===== src/assert_macros.svh =====
// ----------------------------------------------------------------------------
// Assertion macros
// Clocked on clk, disabled while rst_n is low.
// ----------------------------------------------------------------------------
`ifndef ASSERT_MACROS_SVH
`define ASSERT_MACROS_SVH

// same-cycle implication
`define ASSERT_IMPL(lbl, ante, cons) \
    lbl: assert property (@(posedge clk) disable iff (!rst_n) (ante) |-> (cons)) \
        else $error("same-cycle implication violated");

// next-cycle implication
`define ASSERT_NEXT(lbl, ante, cons) \
    lbl: assert property (@(posedge clk) disable iff (!rst_n) (ante) |=> (cons)) \
        else $error("next-cycle implication violated");

`endif


===== src/trr_pkg.sv =====
// ----------------------------------------------------------------------------
// trr_pkg
// Shared widths, codes and types of the timed resource release block.
// ----------------------------------------------------------------------------
package trr_pkg;

    localparam int unsigned SLOT_COUNT = 256;
    localparam int unsigned SLOT_W     = $clog2(SLOT_COUNT);
    localparam int unsigned COUNT_W    = 32;
    localparam int unsigned HOLD_W     = 9;

    localparam logic [COUNT_W-1:0] TOTAL_RESET = COUNT_W'(1024);

    localparam logic FUNC_ADD  = 1'b0;
    localparam logic FUNC_TICK = 1'b1;

    typedef logic [COUNT_W-1:0] count_t;
    typedef logic [SLOT_W-1:0]  slot_t;
    typedef logic [HOLD_W-1:0]  hold_t;

    typedef struct packed {
        logic   valid;
        logic   func;
        logic   hold_ok;
        count_t amount;
        count_t slot_sum;
        logic   booked;
    } trr_stage_t;

endpackage


===== src/trr_pool.sv =====
// ----------------------------------------------------------------------------
// trr_pool
// Pool count update, overcommit detection and the result register.
// ----------------------------------------------------------------------------
`include "assert_macros.svh"

module trr_pool (
    input  logic                clk,
    input  logic                rst_n,
    input  logic                cfg_wr_en,
    input  trr_pkg::count_t     cfg_wr_data,
    input  trr_pkg::trr_stage_t stage,
    input  logic                out_ready,
    output logic                advance,
    output logic                out_valid,
    output trr_pkg::count_t     available_count,
    output trr_pkg::count_t     freed_amount,
    output logic                freed_valid,
    output logic                overcommit
);
    import trr_pkg::*;

    count_t pool_count_reg;
    count_t pool_count_next;
    count_t result_pool;
    logic   add_ok;
    logic   released;
    logic   over;
    logic   out_valid_reg;
    count_t available_reg;
    count_t freed_amount_reg;
    logic   freed_valid_reg;
    logic   overcommit_reg;

    assign advance  = stage.valid && (!out_valid_reg || out_ready);
    assign add_ok   = (stage.func == FUNC_ADD) && stage.hold_ok;
    assign released = (stage.func == FUNC_TICK) && stage.booked;
    assign over     = add_ok && (stage.amount > pool_count_reg);

    always_comb
    begin
        priority if (add_ok)
        begin
            result_pool = pool_count_reg - stage.amount;
        end
        else if (released)
        begin
            result_pool = pool_count_reg + stage.slot_sum;
        end
        else
        begin
            result_pool = pool_count_reg;
        end
    end

    always_comb
    begin
        priority if (cfg_wr_en)
        begin
            pool_count_next = cfg_wr_data;
        end
        else if (advance)
        begin
            pool_count_next = result_pool;
        end
        else
        begin
            pool_count_next = pool_count_reg;
        end
    end

    always_ff @(posedge clk or negedge rst_n)
    begin
        if (!rst_n)
        begin
            pool_count_reg <= TOTAL_RESET;
            out_valid_reg  <= 1'b0;
        end
        else
        begin
            pool_count_reg <= pool_count_next;
            if (advance)
            begin
                out_valid_reg <= 1'b1;
            end
            else if (out_ready)
            begin
                out_valid_reg <= 1'b0;
            end
        end
    end

    always_ff @(posedge clk)
    begin
        if (advance)
        begin
            available_reg    <= result_pool;
            freed_amount_reg <= released ? stage.slot_sum : '0;
            freed_valid_reg  <= released;
            overcommit_reg   <= over;
        end
    end

    assign out_valid       = out_valid_reg;
    assign available_count = available_reg;
    assign freed_amount    = freed_amount_reg;
    assign freed_valid     = freed_valid_reg;
    assign overcommit      = overcommit_reg;

    `ASSERT_NEXT(a_advance_fills, advance, out_valid_reg)
    `ASSERT_IMPL(a_over_not_freed, out_valid_reg && overcommit_reg, !freed_valid_reg)
    `ASSERT_IMPL(a_idle_tick_zero, out_valid_reg && !freed_valid_reg, freed_amount_reg == '0)

endmodule

===== config.mk =====
export PLATFORM = sky130hd
export DESIGN_NAME = trr_pool
export DESIGN_NICKNAME = d
export VERILOG_FILES = /design/src/trr_pkg.sv /design/src/trr_pool.sv
export VERILOG_INCLUDE_DIRS = /design/src /design/src/src
export SDC_FILE = /design/constraint.sdc
export NUM_CORES = 1
export LEC_CHECK = 0
export BUFFER_PORTS_ARGS = -buffer_cell sky130_fd_sc_hd__buf_2
export CAP_MARGIN = 20
export CORE_MARGIN = 4
export CORE_UTILIZATION = 47
export CTS_CLUSTER_SIZE = 8
export DETAILED_ROUTE_END_ITERATION = 10
export HOLD_SLACK_MARGIN = 0.1
export PLACE_DENSITY_LB_ADDON = 0.25
export SLEW_MARGIN = 5
export SYNTH_ARGS = -nofsm -noshare
export SYNTH_HDL_FRONTEND = slang
export SYNTH_SLANG_ARGS = --single-unit

===== constraint.sdc =====
create_clock -name clk -period 6.7 [get_ports clk]
set_input_delay 1.34 -clock clk [delete_from_list [all_inputs] [get_ports clk]]
set_output_delay 1.34 -clock clk [all_outputs]
set_load 0.02 [all_outputs]

== Yosys cells after proc, flatten, opt, wreduce, memory -nomap -nowiden ==
Cells that the tools add are included.
Word-level totals
  flip-flop bits (word level): 99
  logic and storage cells: 24
  input bits: 104
Operators by class
  reduce and logical (&&, ||, !) cells: 8
  $add $sub $neg: 2
  magnitude comparators: 1
  multiplexer cells: 6
  bitwise operators: 1
Operator list (number)
  $mux W32: 4
  $add A32 B32 Y32: 1
  $gt A32 B32 Y1: 1
  $sub A32 B32 Y32: 1
  $logic_and A1 B1 Y1: 4
  $reduce_bool A2 Y1: 2
  $mux W1: 2
  $logic_not A1 Y1: 1
  $logic_or A1 B1 Y1: 1
  $not A1 Y1: 1

== Logic depth before layout (Yosys ltp) ==
  depth after elaboration: 5
  gate-level depth with buffers: 12
  depth with buffers taken out: 12

== Worst setup path after synthesis ==
No wires, ideal clock.
  path kind: input port to output port
  start: input out_ready
  end: output advance
  slack: 1315 ps
  arrival time: 4045 ps
  cell stages on the path: 5
  path through: nand2b_1 > nand2_1 > inv_1 > clkbuf_1 > clkbuf_1
On the way
  cells in the longest elaborated chain, start to end: 2
Ends and longest elaborated chain
  start: declaration: RTL line trr_pool.sv:13  | input logic out_ready,
  $logic_or A1 B1 Y1: RTL line trr_pool.sv:35  | assign advance = stage.valid && (!out_valid_reg || out_ready);
  $logic_and A1 B1 Y1: RTL line trr_pool.sv:35
  end: declaration: RTL line trr_pool.sv:14  | output logic advance,
No other way between the ends.

== Worst setup path after layout ==
  start: input stage[34] (netlist name)
  end: register pool_count_reg[29]
On the way
  cells in the longest elaborated chain, start to end: 4
Ends and longest elaborated chain
  start: declaration: RTL line trr_pool.sv:12  | input trr_pkg::trr_stage_t stage,
  $sub A32 B32 Y32: RTL line trr_pool.sv:44  | result_pool = pool_count_reg - stage.amount;
  $mux W32: RTL line trr_pool.sv:42  | priority if (add_ok)
  via result_pool[29]: RTL line trr_pool.sv:25  | count_t result_pool;
  $mux W32: RTL line trr_pool.sv:62  | else if (advance)
  $mux W32: RTL line trr_pool.sv:58  | priority if (cfg_wr_en)
  end signal: assignment: RTL line trr_pool.sv:81  | pool_count_reg <= pool_count_next;
  end: declaration: RTL line trr_pool.sv:23  | count_t pool_count_reg;
The timed path passes the listed nets, and every way through them passes these cells. The select of a mux whose other input is x is not followed.
A chain may end at the register's enable or synchronous reset.

==> summary.txt <==
Outcome
  – Outcome: finished, final reports clean

Timing
  – Hold Vio Cnt, Final: 0
  – Setup TNS: 0 ns
  – Setup WS post-layout: 2.71 ns
  – Final hold slack: 0.527 ns
  – Final Slew Violations: 0
  – Fmax: 251 MHz
  – Final worst-path cycle share: 0.595
  – Slew of the pin with the lowest slew margin: 0.875 ns
  – Worst rel slew slack: 0.401
  – Post-layout min period: 3.99 ns
  – # setup viols final: 0
  – RSZ-0062 raised after global routing: false
  – Skew final: 0.0158 ns

Clock network
  – CTS Sinks: 99
  – Clock transition at the registers of the reported paths: 0.08 ns
  – CTS tree: done
  – Post_cts resized: 0
  – H-tree lvl count: 3
  – Num CTS Buffers: 9
  – Hold_buf cts: 0
  – Clock Latency Late Sink: 0.35 ns
  – Postcts setup bufs: 0
  – Largest buffer count on any clock path: 2
  – CTS Root Cell: clkbuf_16

GRT
  – Total GRT Usage: 0.244
  – First-pass GRT wire length: 35500 um
  – Gr ovfl total: 0
  – Vias in the first global route: 6503
  – Largest net degree at the start of global routing: 68
  – Antenna violations before repair: 0

Detailed routing
  – Routed Antenna Nets: 0
  – Wire length per cell: 18.9 um
  – DRC: 0
  – Vias per std cell: 5.80
  – Via count: 7198
  – TritonRoute pass-1 iters: 5
  – WL final: 23500 um
  – 1st-iter DRT viols: 578

Power
  – Leakage: 4.29 nW
  – Maximum VDD drop: 0.000116 V
  – Total power: 2.23 mW
  – PwrDens: 242 mW/mm2

Floorplanning
  – I/O pins: 172
  – Chip height: 138 um
  – Starting Density: 0.477
  – Core ar.: 0.0165 mm2
  – Die ar.: 0.0189 mm2
  – Row count: 47
  – Die X: 138 um

Placed design
  – Final HPWL DP: 18400 um
  – Place WS: 2.34 ns
  – RD Place Congestion: 0.939
  – IO buf count: 171
  – # placed instances: 1225
  – Dpl cell area: 0.00892 mm2

Worst setup path
  – Critical Path Sink Type: register
  – Startpoint types: input pin
  – Critical Path RT: 6.95 ns
  – Worst setup path class: in -> reg
  – Critical R2R Launch: pool_count_reg[9]
  – Arrival time at the worst endpoint: 4.23 ns
  – CP startpoint: stage[34]
  – CP Max Fanout: 3

Synthesis
  – Synth Instances: 865
  – Post-Synthesis Net Count: 1034
  – Synth Flop Type: edfxtp_1
  – Distinct cells, synth: 75
  – Synthesized area per cell: 9.12 um2
  – Ys async rst share: 0.333
  – Mapped cell area: 0.00789 mm2
  – Post-synth EDFFs: 66
  – Register area share after synthesis: 0.356
  – Synth warn: 0
  – Yosys reg bits: 99

Cells and area
  – Final #Nets: 1185
  – Area Overhead vs Synth: 16.8%
  – Antenna cell count: 0
  – Final core utilization: 0.557
  – Final cell count without fillers: 1241
  – Combined area of the multi-input logic cells: 0.00475 mm2
  – Filler cells: 1546
  – Cell area after layout: 0.00921 mm2
  – Share of cells above drive strength 1: 0.214
  – FF+latch area: 0.00281 mm2

Run
  – # Max-Cap Violations: 0

Hold path
  – Worst Min Path Start: out_valid
  – Worst Hold Class: reg -> reg
## path summary, 6_finish.rpt
kind,endpoint,slack [ns],depth (start not counted)
min in group asynchronous,pool_count_reg[29],1.09,1
worst max register to register,pool_count_reg[29],3.34,9
worst max-delay path,pool_count_reg[29],2.71,12
worst min-delay path,out_valid,0.53,2
worst min register to register,out_valid,0.53,2
max in group asynchronous,pool_count_reg[14],5.07,1
## final cells by class
| class | count | share of cell area |
|---|---|---|
| timing repair buffer | 178 | 0.0986 |
| sequential | 99 | 0.305 |
| tap | 220 | 0.0299 |
| multi-input combinational | 681 | 0.516 |
| clock inverter | 6 | 0.00503 |
| inverter | 47 | 0.0194 |
| clock buffer | 10 | 0.0260 |
## critical path, stage by stage
cell and delay [ns]:
buf_2 0.12, inv_1 0.05, ha_1 0.26, nor2b_1 0.18, o2111a_1 0.29, o211ai_1 0.16, a2111oi_0 0.79, nor2b_1 0.18
o21ai_1 0.19, xor2_1 0.13, a221o_1 0.38, a21o_1 0.16
## synthesized netlist by cell type, drive strengths merged (10+ instances only)
master | number | area (um2)
xor2 | 27 | 236
mux2i | 16 | 160
o221ai | 10 | 87.6
a31oi | 11 | 90.1
o211ai | 11 | 82.6
edfxtp | 66 | 1980
o21ai | 66 | 342
a21o | 35 | 263
xnor2 | 26 | 228
clkbuf | 36 | 135
nand2 | 92 | 345
and3 | 41 | 257
nor2 | 38 | 143
a21oi | 78 | 405
a22oi | 12 | 90.1
nand3 | 10 | 50.1
ha | 63 | 788
inv | 46 | 173
nand2b | 12 | 75.1
dfrtp | 32 | 801
## placed cells by master (no fill, tap or decap), drive strengths merged, types with 6 or more instances in the layout
master	netlist	final
nor2b	9	9
a21oi	78	78
nand3	10	10
a221o	9	9
a211oi	9	9
o221ai	10	10
inv	46	48
ha	63	63
nand2b	12	12
xor2	27	27
mux2i	16	16
and2	9	9
edfxtp	66	66
nand4	6	6
nor3b	9	9
clkbuf	36	10
a21o	35	35
a31oi	11	11
o211ai	11	11
xnor2	26	26
o21ai	66	66
nand2	92	92
nor3	7	7
o21bai	9	9
a22oi	12	12
and3	41	41
buf	2	178
nor2	38	38
dfrtp	32	32
## layer usage
metal	up-vias	track usage	part of all wire	wire, um
li1	3551	-	-	-
met1	3325	0.391	0.49	11500
met2	296	0.341	0.41	9580
met3	26	0.0358	0.086	2020
met4	0	0.0560	0.017	408
met5	-	0	0	0
## kinds of logic (layout without fill, tap and decap cells)
logic type	after synthesis	in the layout	share of synthesized area
fa+ha+maj	65	65	0.105
xor+xnor	53	53	0.0589
compound gates	297	297	0.259
mux	18	18	0.0232
flops	99	99	0.356
simple gates	248	248	0.156
buf+inv	85	241	0.0414
## where the power goes
group / switching, mW / internal (mW)
combinational: 0.564 / 0.369
sequential: 0.0652 / 0.731
clock: 0.238 / 0.265
Note: power is estimated with default switching activity, not from simulation.
